**src/rtl/rdsm_pkg.sv**
```systemverilog
// Shared types and constants for the dot-star pattern matcher.
// No dependencies; imported by rdsm_token_mem and regex_dot_star_matcher.
`default_nettype none

package rdsm_pkg;

  localparam int CMD_W  = 2;
  localparam int CHAR_W = 8;

  localparam logic [CMD_W-1:0] CMD_CLEAR   = 2'd0;
  localparam logic [CMD_W-1:0] CMD_PATTERN = 2'd1;
  localparam logic [CMD_W-1:0] CMD_RESTART = 2'd2;
  localparam logic [CMD_W-1:0] CMD_TEXT    = 2'd3;

  localparam logic [CHAR_W-1:0] STAR_BYTE = 8'h2A;
  localparam logic [CHAR_W-1:0] ANY_BYTE  = 8'h2E;

  // One stored pattern token: its byte and whether a star follows it.
  typedef struct packed {
    logic              starred;
    logic [CHAR_W-1:0] tok_byte;
  } tok_t;

endpackage

`default_nettype wire

```
**src/rtl/rdsm_token_mem.sv**
```systemverilog
// Token store for the matcher: one write port, one registered read port.
// Depends on rdsm_pkg for the token entry type.
`default_nettype none

module rdsm_token_mem
  import rdsm_pkg::*;
#(
  parameter int DEPTH = 32,
  parameter int IW    = 5
) (
  input  wire logic          clk,
  input  wire logic          wr_en,
  input  wire logic [IW-1:0] wr_addr,
  input  wire tok_t          wr_data,
  input  wire logic          rd_en,
  input  wire logic [IW-1:0] rd_addr,
  output tok_t               rd_data
);

  tok_t mem [DEPTH];
  tok_t rd_data_r;

  always_ff @(posedge clk) begin
    if (wr_en) begin
      mem[wr_addr] <= wr_data;
    end
  end

  always_ff @(posedge clk) begin
    if (rd_en) begin
      rd_data_r <= mem[rd_addr];
    end
  end

  assign rd_data = rd_data_r;

endmodule

`default_nettype wire

```
**src/rtl/regex_dot_star_matcher.sv**
```systemverilog
// Whole-string matcher for patterns of literal bytes, '.' and postfix '*'.
// Every item (any command) goes from acceptance to its result through a sweep
// that visits one row entry per cycle through a single match cell fed by the
// one read port of the token store. A new item is taken only once the last one
// has put its result into the output register; a new item may be taken while the
// previous result still waits in the output register. Reset (rst_n, sync) empties
// the pattern, clears the overflow flag and sets the row to bit zero.
`default_nettype none

module regex_dot_star_matcher
  import rdsm_pkg::*;
#(
  parameter int MAX_TOKENS = 32
) (
  input  wire logic              clk,
  input  wire logic              rst_n,
  input  wire logic              in_valid,
  output logic                   in_ready,
  input  wire logic [CMD_W-1:0]  in_cmd,
  input  wire logic [CHAR_W-1:0] in_char_value,
  output logic                   out_valid,
  input  wire logic              out_ready,
  output logic                   out_whole_match,
  output logic                   out_pattern_overflow
);

  // Row has one entry per token plus the empty-prefix entry.
  localparam int ROW_N = MAX_TOKENS + 1;
  // Step counter and token count both range over 0..MAX_TOKENS.
  localparam int SW = $clog2(MAX_TOKENS + 1);
  localparam int IW = (MAX_TOKENS > 1) ? $clog2(MAX_TOKENS) : 1;

  localparam logic [1:0] ST_IDLE = 2'd0;
  localparam logic [1:0] ST_RUN  = 2'd1;
  localparam logic [1:0] ST_HOLD = 2'd2;

  localparam logic [SW-1:0] LAST_STEP = SW'(MAX_TOKENS);

  logic [1:0]        state_r, state_nxt;
  logic [SW-1:0]     step_r, step_nxt;
  logic [SW-1:0]     total_r, total_nxt;
  logic              ovf_r, ovf_nxt;
  logic [ROW_N-1:0]  row_r, row_nxt;
  logic              prev_old_r, prev_old_nxt;
  logic              prev_new_r, prev_new_nxt;
  logic              match_r, match_nxt;
  logic              text_mode_r, text_mode_nxt;
  logic [CHAR_W-1:0] char_r, char_nxt;
  logic [CHAR_W-1:0] last_byte_r, last_byte_nxt;
  logic              out_valid_r, out_valid_nxt;
  logic              out_match_r, out_match_nxt;
  logic              out_ovf_r, out_ovf_nxt;

  logic          accept;
  logic          wr_en;
  logic [IW-1:0] wr_addr;
  tok_t          wr_data;
  logic          rd_en;
  tok_t          rd_tok;

  logic          b_old;
  logic          hit;
  logic          new_bit;
  logic          out_free;

  // The token store holds each token's byte and its star mark together.
  // A star rewrites the newest entry with its byte kept in last_byte_r, so
  // no read-modify-write of the store is needed.
  rdsm_token_mem #(
    .DEPTH (MAX_TOKENS),
    .IW    (IW)
  ) u_tok_mem (
    .clk     (clk),
    .wr_en   (wr_en),
    .wr_addr (wr_addr),
    .wr_data (wr_data),
    .rd_en   (rd_en),
    .rd_addr (step_r[IW-1:0]),
    .rd_data (rd_tok)
  );

  assign in_ready             = (state_r == ST_IDLE);
  assign accept               = in_valid && in_ready;
  assign out_valid            = out_valid_r;
  assign out_whole_match      = out_match_r;
  assign out_pattern_overflow = out_ovf_r;
  assign out_free             = !out_valid_r || out_ready;

  // During the sweep, the entry that step j reads was addressed at step j-1.
  assign rd_en = (state_r == ST_RUN) && (step_r < LAST_STEP);

  // Pattern writes happen at acceptance, before any sweep read.
  always_comb begin
    wr_en   = 1'b0;
    wr_addr = total_r[IW-1:0];
    wr_data = '{starred: 1'b0, tok_byte: in_char_value};
    if (accept && (in_cmd == CMD_PATTERN)) begin
      if (in_char_value == STAR_BYTE) begin
        if ((total_r != '0) && !ovf_r) begin
          wr_en   = 1'b1;
          wr_addr = IW'(total_r - SW'(1));
          wr_data = '{starred: 1'b1, tok_byte: last_byte_r};
        end
      end else if (total_r < LAST_STEP) begin
        wr_en = 1'b1;
      end
    end
  end

  // The shared match cell. The row rotates right once per step, so the old
  // value of entry j always sits in bit zero when step j runs, and the new
  // value enters at the top. Once the sweep has visited every entry the row is back in order.
  assign b_old = row_r[0];
  assign hit   = (rd_tok.tok_byte == char_r) || (rd_tok.tok_byte == ANY_BYTE);

  always_comb begin
    if (step_r == '0) begin
      // Empty-prefix entry: only the empty text matches it.
      new_bit = !text_mode_r;
    end else if (step_r <= total_r) begin
      if (text_mode_r) begin
        new_bit = rd_tok.starred ? (prev_new_r || (hit && b_old))
                                 : (prev_old_r && hit);
      end else begin
        new_bit = prev_new_r && rd_tok.starred;
      end
    end else begin
      // Entries past the pattern: text bytes leave them, every other command clears them.
      new_bit = text_mode_r ? b_old : 1'b0;
    end
  end

  always_comb begin
    state_nxt     = state_r;
    step_nxt      = step_r;
    total_nxt     = total_r;
    ovf_nxt       = ovf_r;
    row_nxt       = row_r;
    prev_old_nxt  = prev_old_r;
    prev_new_nxt  = prev_new_r;
    match_nxt     = match_r;
    text_mode_nxt = text_mode_r;
    char_nxt      = char_r;
    last_byte_nxt = last_byte_r;
    out_valid_nxt = out_valid_r;
    out_match_nxt = out_match_r;
    out_ovf_nxt   = out_ovf_r;

    if (out_valid_r && out_ready) begin
      out_valid_nxt = 1'b0;
    end

    unique case (state_r)
      ST_IDLE: begin
        if (accept) begin
          state_nxt     = ST_RUN;
          step_nxt      = '0;
          char_nxt      = in_char_value;
          text_mode_nxt = (in_cmd == CMD_TEXT);
          unique case (in_cmd)
            CMD_CLEAR: begin
              total_nxt = '0;
              ovf_nxt   = 1'b0;
            end
            CMD_PATTERN: begin
              if (in_char_value != STAR_BYTE) begin
                if (total_r < LAST_STEP) begin
                  total_nxt     = total_r + SW'(1);
                  last_byte_nxt = in_char_value;
                end else begin
                  ovf_nxt = 1'b1;
                end
              end
            end
            CMD_RESTART, CMD_TEXT: begin
            end
            default: begin
            end
          endcase
        end
      end
      ST_RUN: begin
        row_nxt      = {new_bit, row_r[ROW_N-1:1]};
        prev_old_nxt = b_old;
        prev_new_nxt = new_bit;
        if (step_r == total_r) begin
          match_nxt = new_bit;
        end
        if (step_r == LAST_STEP) begin
          if (out_free) begin
            state_nxt     = ST_IDLE;
            out_valid_nxt = 1'b1;
            out_match_nxt = (step_r == total_r) ? new_bit : match_r;
            out_ovf_nxt   = ovf_r;
          end else begin
            state_nxt = ST_HOLD;
          end
        end else begin
          step_nxt = step_r + SW'(1);
        end
      end
      ST_HOLD: begin
        if (out_free) begin
          state_nxt     = ST_IDLE;
          out_valid_nxt = 1'b1;
          out_match_nxt = match_r;
          out_ovf_nxt   = ovf_r;
        end
      end
      default: begin
        state_nxt = ST_IDLE;
      end
    endcase
  end

  always_ff @(posedge clk) begin
    if (!rst_n) begin
      state_r     <= ST_IDLE;
      step_r      <= '0;
      total_r     <= '0;
      ovf_r       <= 1'b0;
      row_r       <= ROW_N'(1);
      prev_old_r  <= 1'b0;
      prev_new_r  <= 1'b0;
      match_r     <= 1'b0;
      text_mode_r <= 1'b0;
      out_valid_r <= 1'b0;
    end else begin
      state_r     <= state_nxt;
      step_r      <= step_nxt;
      total_r     <= total_nxt;
      ovf_r       <= ovf_nxt;
      row_r       <= row_nxt;
      prev_old_r  <= prev_old_nxt;
      prev_new_r  <= prev_new_nxt;
      match_r     <= match_nxt;
      text_mode_r <= text_mode_nxt;
      out_valid_r <= out_valid_nxt;
    end
  end

  always_ff @(posedge clk) begin
    char_r      <= char_nxt;
    last_byte_r <= last_byte_nxt;
    out_match_r <= out_match_nxt;
    out_ovf_r   <= out_ovf_nxt;
  end

endmodule

`default_nettype wire
```
**config.mk**
```make
export PLATFORM = sky130hd
export DESIGN_NAME = regex_dot_star_matcher
export DESIGN_NICKNAME = d
export VERILOG_FILES = /design/src/rtl/rdsm_pkg.sv /design/src/rtl/rdsm_token_mem.sv /design/src/rtl/regex_dot_star_matcher.sv
export SDC_FILE = /design/constraint.sdc
export NUM_CORES = 1
export LEC_CHECK = 0
export ABC_CLOCK_PERIOD_IN_PS = 9600
export BUFFER_PORTS_ARGS = -buffer_cell sky130_fd_sc_hd__buf_2
export CORE_ASPECT_RATIO = 0.9
export CORE_MARGIN = 2
export CORE_UTILIZATION = 51
export DETAILED_ROUTE_END_ITERATION = 10
export PLACE_DENSITY = 0.73
export SLEW_MARGIN = 20
export SYNTH_ARGS = -nofsm -noshare
export SYNTH_HDL_FRONTEND = slang
export SYNTH_SLANG_ARGS = --single-unit
```
**constraint.sdc**
```tcl
create_clock -name clk -period 9.6 [get_ports clk]
set_input_delay 1.44 -clock clk [delete_from_list [all_inputs] [get_ports clk]]
set_output_delay 1.44 -clock clk [all_outputs]
set_load 0.005 [all_outputs]
```
# --- Yosys cells after proc, flatten, opt, wreduce, memory -nomap -nowiden ---
# Memories as Yosys holds them, arrays and structs flattened. A register that Yosys moved wholly into a read port is not among the register bits.
# Cells that the tools add are included.
totals:
  regBits: 71
  ram_bits: 288
  in_bits: 14
  out_inout_bits: 4
  word_cells: 111
  n_memories: 1
mem_list:
  columns: ["memory", "words", "word_bits", "read_ports", "rd_ports_with_merged_regs", "write_ports", "line_no", "rtl"]
  rows:
  - ["u_tok_mem.mem", 32, 9, 1, 1, 1, "rdsm_token_mem.sv:20", "tok_t mem [DEPTH];"]
classes:
  n_addsub: 3
  magnitude_cmp: 3
  eq_ne: 18
  muxes: 43
  n_reduce_logical: 29
ops:
  columns: ["operator", "count"]
  rows:
  - ["$mux W9", 3]
  - ["$mux W6", 4]
  - ["$pmux W6 S2", 2]
  - ["$mux W1", 22]
  - ["$eq A8 B6 Y1 const B", 2]
  - ["$mux W5", 3]
  - ["$reduce_and A5 Y1", 3]
  - ["$add A6 B1 Y6 const B", 2]
  - ["$lt A6 B6 Y1 const B", 2]
  - ["$eq A8 B8 Y1", 1]
  - ["$logic_and A1 B1 Y1", 8]
  - ["$mux W2", 4]
  - ["$ne A2 B1 Y1 const B", 4]
  - ["$ne A2 B2 Y1 const B", 4]
  - ["$ne A8 B6 Y1 const B", 1]
  - ["$pmux W1 S2", 4]
  - ["$eq A6 B6 Y1", 1]
  - ["$eq A6 B6 Y1 const B", 1]
  - ["$le A6 B6 Y1", 1]
  - ["$logic_not A6 Y1", 1]
  - ["$pmux W2 S3", 1]
  - ["$reduce_and A3 Y1", 2]
  - ["$reduce_bool A2 Y1", 3]
  - ["$reduce_bool A6 Y1", 1]
  - ["8 further kinds", 16]

# --- Logic depth before layout (Yosys ltp) ---
# Gate-level depths: netlist (run 1).
depth:
  word_depth: 12
  ltp_mapped: 9
  depth_no_buf: 7

# --- Hierarchy ---
# Synthesis (run 1) repeated with hierarchy kept, for this count alone.
hier_totals:
  hier_cells: 775
  hier_area_um2: 14710.4
by_module_without_submodules:
  columns: ["module", "instances", "cells_each", "area_each_um2", "seq_area_each_um2"]
  rows:
  - ["rdsm_token_mem", 1, 463, 11372.2, 8918.6]
  - ["regex_dot_star_matcher", 1, 312, 3338.2, 1581.5]

# --- Least setup slack after synthesis (run 1) ---
# No wires, ideal clock.
synth_path:
  path_kind: "input to register"
  from: "in in_char_value[6]"
  to: "mem u_tok_mem.mem[0][0] (netlist bit) (enable)"
  setup_ns: 0.387
  arrival_time_ns: 3.485
  required_ns: 9.213
  setup_slack_ns: 5.728
  stages: 6
  n_path_buf: 1
  cell_sequence: "and4bb_1 > a21oi_1 > nor2b_1 > clkbuf_1 > a31oi_2 > nor3_1"
synth_via:
  elab_chain_len: 5
  elab_cells_between_ends: 7
  classes_between: "1 x eq/ne; 6 x mux"
synth_lines:
  columns: ["item", "line_no", "rtl"]
  rows:
  - ["start, declared", "regex_dot_star_matcher.sv:20", "input wire logic [CHAR_W-1:0] in_char_value,"]
  - ["$eq A8 B6 Y1 *", "regex_dot_star_matcher.sv:98", "if (in_char_value == STAR_BYTE) begin"]
  - ["$mux W1", "regex_dot_star_matcher.sv:98", null]
  - ["$mux W1", "regex_dot_star_matcher.sv:97", "if (accept && (in_cmd == CMD_PATTERN)) begin"]
  - ["$mux W1", "rdsm_token_mem.sv:24", "if (wr_en) begin"]
  - ["$mux W1 (not written as such)", "rdsm_token_mem.sv:25", "mem[wr_addr] <= wr_data;"]
  - ["end, declared", "rdsm_token_mem.sv:20", null]
# Mark *: on every way between the ends. The rest lies on a longest branch, timed or not.

# --- Worst setup path after layout (run 1) ---
layout_path:
  from: "in in_char_value[6]"
  to: "mem u_tok_mem.mem[22][2] (netlist bit) (enable)"
# The elaborated chain is that of the path after synthesis.

==> results of run 1 <==
[worst max-delay path: cells and delay by family]
kind | cells | cell delay (ns)
and+or+nand+nor | 3 | 1.84
buffers and inverters | 1 | 0.11
AOI/OAI and AO/OA | 2 | 0.79
[cell type report]
class	instances	area [um^2]	share of cell area (%)
flip-flops and latches	367	10500	63.2
multi-input cells	379	4210	25.3
clock buffers	45	977	5.88
well taps	366	458	2.75
clock inverters	21	254	1.53
repair buffers	27	160	0.963
inverters	15	56.3	0.339
[sequential cells by signal, summed over array words and instances, names as in the netlist]
signal	cells
char_r	8
last_byte_r	8
match_r	1
out_pattern_overflow	1
out_valid	1
out_whole_match	1
ovf_r	1
prev_old_r	1
row_r	33
state_r	2
step_r	6
text_mode_r	1
total_r	6
u_tok_mem.mem	288
u_tok_mem.rd_data	9
[report_power, final]
part           switching, uW  total (uW)  internal, uW
registers               16.3        1760          1750
clock network            583        1450           865
logic                    106         190          84.2
[per-layer routing]
layer	up-vias	track usage, %	share of wire (%)
li1	3279	-	-
met1	3767	32.0	44
met2	335	29.8	44
met3	60	4.67	8.8
met4	2	6.30	2.6
met5	-	0	0.042
[logic make-up after synthesis]
kind of cell,after synthesis,share of synthesized area (%)
fa+ha+maj,14,1.18
mux,140,17.1
xor+xnor,14,0.825
simple gates,153,5.72
flops,367,70.6
compound gates,58,2.93
buf+inv,52,1.58
[cells in the final DEF, fill, tap and decap left out, types with 5 or more instances in the layout]
cell and instances:
a21o_1 6, edfxtp_1 315, nand3_1 11, clkbuf_16 38, clkinv_2 5, mux4_2 90
a21oi_1 12, clkbuf_1 7, nor3_2 16, clkinv_1 5, mux2i_1 36, buf_2 17
o21ai_0 10, buf_4 10, nand2_1 19, a31oi_2 6, xnor2_1 11, dfxtp_1 50
bufinv_16 5, nor2_1 31, nor2b_1 39, ha_1 13, nor4_1 7, inv_1 13
mux2_2 14
[per-stage QoR]
stage | total power (uW) | setup WS [ns] | instance area (um^2) | util (%) | hold slack, ns
after floorplan | 1930 | 5.73 | 14900 | - | 0.444
after global placement | 1980 | 4.52 | 15300 | 53.2 | 0.459
after detailed placement | 1990 | 4.87 | 15300 | 53.2 | 0.471
after CTS | 3430 | 5.39 | 16500 | 57.5 | 0.488
after global routing | 3500 | 5.38 | 16600 | 57.8 | 0.510
final | 3400 | 5.57 | 16600 | 57.8 | 0.486
[worst max-delay path by stage]
| stage | endpoint | slack (ns) | depth (start not counted) |
|---|---|---|---|
| 2_1_floorplan | u_tok_mem.mem[0][0]$_DFFE_PP_ | 5.73 | 6 |
| 3_3_place_gp | u_tok_mem.mem[16][0]$_DFFE_PP_ | 4.52 | 6 |
| 3_5_place_dp | u_tok_mem.mem[19][2]$_DFFE_PP_ | 4.87 | 6 |
| 4_1_cts | u_tok_mem.mem[19][3]$_DFFE_PP_ | 5.39 | 6 |
| 5_1_grt | u_tok_mem.mem[21][1]$_DFFE_PP_ | 5.38 | 6 |
| 6_report | u_tok_mem.mem[22][2]$_DFFE_PP_ | 5.57 | 6 |
==> impl_results.md, run 1 <==
* Flop and latch count out of synthesis at 367
* Status: complete, no violations
* Most common flop cell mapped by yosys: edfxtp_1
* Post-synth EDFFs at 315
* Drt via density at 6.10
* Synth Instances at 798
* Skew final at 0.0244 ns
* Synth area leaders: edfxtp_1 (64%), mux4_2 (14%), dfxtp_1 (7.0%)
* Crit path max fanout at 13
* CTS buffer count at 37
* Setup_tns at 0 ns
* Leakage at 0.00512 uW
* Pwr per Cell Area at 204 nW/um^2
* Antenna Nets Post-Route at 0
* Max frequency at 0.248 GHz
* Post-synthesis async set-or-reset flop share at 0%
* Max VDD drop at 0.000127 V
* Crit path largest cell delay at 0.84 ns
* Worst EP arrival at 4.18 ns
* Hold Path Sink: row_r[0]$_SDFFE_PN1P_
* Top cell type's share of synthesized area at 63.6%
* DP HPWL at 19100 um
* Worst R2R Start: total_r[0]$_SDFFE_PN0P_
* Iter 0 DRT Violations at 849
* Cell Count Post-Placement at 1154
* IO buf count at 17
* Post-synthesis average cell area at 18.6 um^2
* GRT overflow at 0
* Largest area contributor in the netlist: edfxtp_1
* Hold-fix buffers, CTS at 0
* CP startpoint: in_char_value[6]
* Top post-synthesis cells by count: edfxtp_1 (315), mux4_2 (90), dfxtp_1 (52)
* WP data required at 9.75 ns
* Critical Path Slowest Stage Cell: nor2_1
* Period utilization at 42.0%
* Starting Density at 51.6%
* Total wire length at 30700 um
* Row cnt at 59
* Die Wd at 184 um
* Reg clk slew, reported paths at 0.06 ns
* Synth warn at 0
* Slack of the worst reg-to-reg path at 5.94 ns
* H-tree levels at 2
* # DRC at 0
* Clock tree buffer depth at 3
* Critical path class: in -> reg
* Routed len/inst at 25.1 um
* Top-count cell post-synth: edfxtp_1
* Worst path cell trace: buf_2 -> and4bb_1 -> a21oi_1 -> nor2b_2 -> a31oi_2 -> nor2_1
* Final hold viol count at 0
* I/O pin cnt at 18
* Number of antenna diodes at 0
* Router iterations before antenna repair at 7
* Die H at 166 um
* CP endpoint kind: register
* MaxCap Viol Count at 0
* Layout fillers at 2095
* Non-filler cells, final at 1220
* GRT Util Overall at 20.7%
* RSZ-0062 raised after global routing: false
* P&R area growth vs syn at 11.9%
* Pin count of the biggest net entering global routing at 57
* Yosys cell types at 55
* Synth Cell Area at 14900 um^2
* Worst-Margin Slew at 1.16 ns
* Hold Path Class: reg -> reg
* Nets at 855
* Post-synthesis sequential area ratio at 70.6%
* R2R cell count at 7
* Worst-Skew Late Latency at 0.53 ns
* Shortest period the worst path allows at 4.03 ns
* Layout cells sized above 1 at 25.9%
* Die area at 30500 um^2
* Critical path startpoint category: primary input
* CTS tree: built
* Vias at 7443
* Final Setup Violations at 0
* CORE AREA at 28800 um^2
* CTS sink cnt at 367
* Vias in the first global route at 7330
* Root Driver: clkbuf_16
* Resize count post-CTS at 0
* Postcts setup bufs at 0
* WHS Path Cells at 2
* Synth Net Count at 826
* Max-slew violation count at 0
* Placer Congestion at 0.832
* Beginning of the worst hold path: row_r[1]$_SDFFE_PN0P_
* Capturing point of the worst reg2reg path: u_tok_mem.mem[21][0]$_DFFE_PP_
* Initial antenna violation count at 1
* Max_slew headroom at 22.7%
* Global-route wire length before repair at 46800 um
(Power assumes the default switching activity.)
==> inputs of run 2 (changes only) <==
--- a/config.mk
+++ b/config.mk
@@ -5,13 +5,13 @@
 export SDC_FILE = /design/constraint.sdc
 export NUM_CORES = 1
 export LEC_CHECK = 0
-export ABC_CLOCK_PERIOD_IN_PS = 9600
+export ABC_CLOCK_PERIOD_IN_PS = 3500
 export BUFFER_PORTS_ARGS = -buffer_cell sky130_fd_sc_hd__buf_2
 export CORE_ASPECT_RATIO = 0.9
 export CORE_MARGIN = 2
 export CORE_UTILIZATION = 51
 export DETAILED_ROUTE_END_ITERATION = 10
-export PLACE_DENSITY = 0.73
+export PLACE_DENSITY = 0.75
 export SLEW_MARGIN = 20
 export SYNTH_ARGS = -nofsm -noshare
 export SYNTH_HDL_FRONTEND = slang
==> constraint.sdc (replaced) <==
create_clock -name clk -period 3.5 [get_ports clk]
set_input_delay 0.525 -clock clk [delete_from_list [all_inputs] [get_ports clk]]
set_output_delay 0.525 -clock clk [all_outputs]
set_load 0.005 [all_outputs]
==> impl_results.md, run 2 (synthesized netlist as in run 1, its figures left out) <==
* Multi-input gate area at 4150 um^2 (-1.5%)
* # DRC at 0 (unchanged)
* Commonest non-fill, non-tap cell in the layout: edfxtp_1
* Critical path startpoint category: register
* Global-route wire length before repair at 46500 um (-0.59%)
* Initial antenna violation count at 0 (-1)
* Skew final at 0.0142 ns (-0.0102 ns)
* Max reg flops at 288 (unchanged)
* Reg clk slew, reported paths at 0.06 ns (about the same)
* Worst R2R Start: state_r[0]$_SDFFE_PN0P_
* M2 GR Usage at 31.0% (+1.3 points)
* Period utilization at 88.2%
* Fin util at 58.7% (+0.97 points)
* Number of antenna diodes at 0 (unchanged)
* Postcts setup bufs at 0 (unchanged)
* Die area at 30500 um^2 (unchanged)
* Crit path max fanout at 9 (-4)
* Pwr per Cell Area at 544 nW/um^2 (+170%)
* Antenna Nets Post-Route at 0 (unchanged)
* Max-slew violation count at 0 (unchanged)
* Worst-Margin Slew at 0.912 ns (-0.246 ns)
* H-tree levels at 2 (unchanged)
* Register Area at 10500 um^2 (unchanged)
* GRT overflow at 0 (unchanged)
* Routed len/inst at 23.9 um (-4.9%)
* Setup_tns at 0 ns (unchanged)
* Starting Density at 51.6% (unchanged)
* Shortest period the worst path allows at 3.09 ns
* Most frequent cells in the layout: edfxtp_1 (315), mux4_2 (90), buf_4 (55)
* Iter 0 DRT Violations at 861 (+1.4%)
* CTS sink cnt at 367 (unchanged)
* Critical path class: reg -> reg
* Die H at 166 um (unchanged)
* MaxCap Viol Count at 0 (unchanged)
* Worst-Skew Late Latency at 0.52 ns (about the same)
* CORE AREA at 28800 um^2 (unchanged)
* I/O pin cnt at 18 (unchanged)
* DP HPWL at 18700 um (-1.9%)
* Status: complete, no violations
* Final Setup Violations at 0 (unchanged)
* Vias at 7527 (+1.1%)
* Row cnt at 59 (unchanged)
* CP endpoint kind: register
* Max frequency at 0.324 GHz
* GRT Util Overall at 20.5% (-0.27 points)
* Leakage at 0.00535 uW (+4.4%)
* Max_slew headroom at 39.0% (+16 points)
* Router iterations before antenna repair at 6 (-1)
* CTS buffer count at 38 (+2.7%)
* GR Util met1 at 30.5% (-1.6 points)
* Placer Congestion at 0.863 (+3.8%)
* Total wire length at 30300 um (-1.2%)
* IO buf count at 17 (unchanged)
* Slack of the worst reg-to-reg path at 0.41 ns (-5.53 ns)
* Hold-fix buffers, CTS at 0 (unchanged)
* Layout cells sized above 1 at 28.5% (+2.6 points)
* Layout fillers at 2081 (-0.67%)
* Nets at 904 (+5.7%)
* R2R cell count at 10 (+3)
* Resize count post-CTS at 0 (unchanged)
* Vias in the first global route at 7642 (+4.3%)
* Capturing point of the worst reg2reg path: u_tok_mem.mem[11][4]$_DFFE_PP_
* Root Driver: clkbuf_16
* RSZ-0062 raised after global routing: false
* Final hold viol count at 0 (unchanged)
* P&R area growth vs syn at 13.7%
* Max VDD drop at 0.000319 V (+150%)
* CP startpoint: state_r[0]$_SDFFE_PN0P_
* Die Wd at 184 um (unchanged)
* Hold Path Class: in -> reg
* Register name with the most flops: u_tok_mem.mem
* Met3 GRT Util at 4.28% (-0.39 points)
* Pin count of the biggest net entering global routing at 51 (-11%)
* CTS tree: built
* Drt via density at 5.94 (-2.7%)
* Clock tree buffer depth at 3 (unchanged)
* Busiest grt layer: met2
* Worst EP arrival at 3.35 ns (-0.83 ns)
* WP data required at 3.77 ns (-5.98 ns)
* Crit path to: u_tok_mem.mem[11][4]$_DFFE_PP_
==> run 2: worst min path at each step <==
stage                     slack [ns]  depth (start not counted)                  endpoint                  start
final                           0.22                          1  last_byte_r[6]$_DFFE_PP_       in_char_value[6]
after global routing            0.22                          1       char_r[6]$_DFFE_PP_       in_char_value[6]
after global placement          0.46                          2     row_r[0]$_SDFFE_PN1P_  row_r[1]$_SDFFE_PN0P_
after CTS                       0.21                          1       char_r[6]$_DFFE_PP_       in_char_value[6]
after detailed placement        0.47                          2     row_r[0]$_SDFFE_PN1P_  row_r[1]$_SDFFE_PN0P_
after floorplan                 0.44                          2     row_r[0]$_SDFFE_PN1P_  row_r[1]$_SDFFE_PN0P_
==> run 2: final cells by class <==
| cell class | instances | share of cell area, % |
|---|---|---|
| sequential | 367 | 62.1 |
| multi-input combinational | 379 | 24.5 |
| clock buffer | 47 | 6.07 |
| timing repair buffer | 75 | 3.30 |
| tap | 366 | 2.71 |
| clock inverter | 19 | 0.903 |
| inverter | 15 | 0.333 |
==> run 2: metrics by stage <==
stage	setup WS [ns]	area, um^2	hold WS, ns	std cells	total power, uW
floorplan	0.481	14900	0.444	798	5300
global placement	0.285	15700	0.460	1202	5460
detailed placement	0.199	15700	0.468	1202	5470
CTS	0.253	16900	0.207	1268	9280
global route	0.241	16900	0.220	1268	9480
finish	0.413	16900	0.221	1268	9190
==> run 2: routing by layer <==
layer	up-vias	wire, um	part of all wire (%)
li1	3378	-	-
met1	3826	13200	44
met2	266	14100	47
met3	57	2150	7.1
met4	0	759	2.5
met5	-	0	0
==> run 2: critical path, stage by stage, from the launching register on <==
cell	delay (ns)
dfxtp_1	0.33
inv_1	0.08
ha_1	0.20
nand4b_1	0.14
buf_4	0.18
nor4bb_1	0.57
o2111ai_1	0.29
a31oi_2	0.55
buf_4	0.23
nor3_1	0.06
buf_4	0.21
==> run 2: report_power, final <==
group	internal, uW	total, uW	leakage [uW]	switching, uW
Clock	2230	3820	0.000583	1590
Combinational	249	558	0.00152	308
Sequential	4790	4820	0.00324	29.2
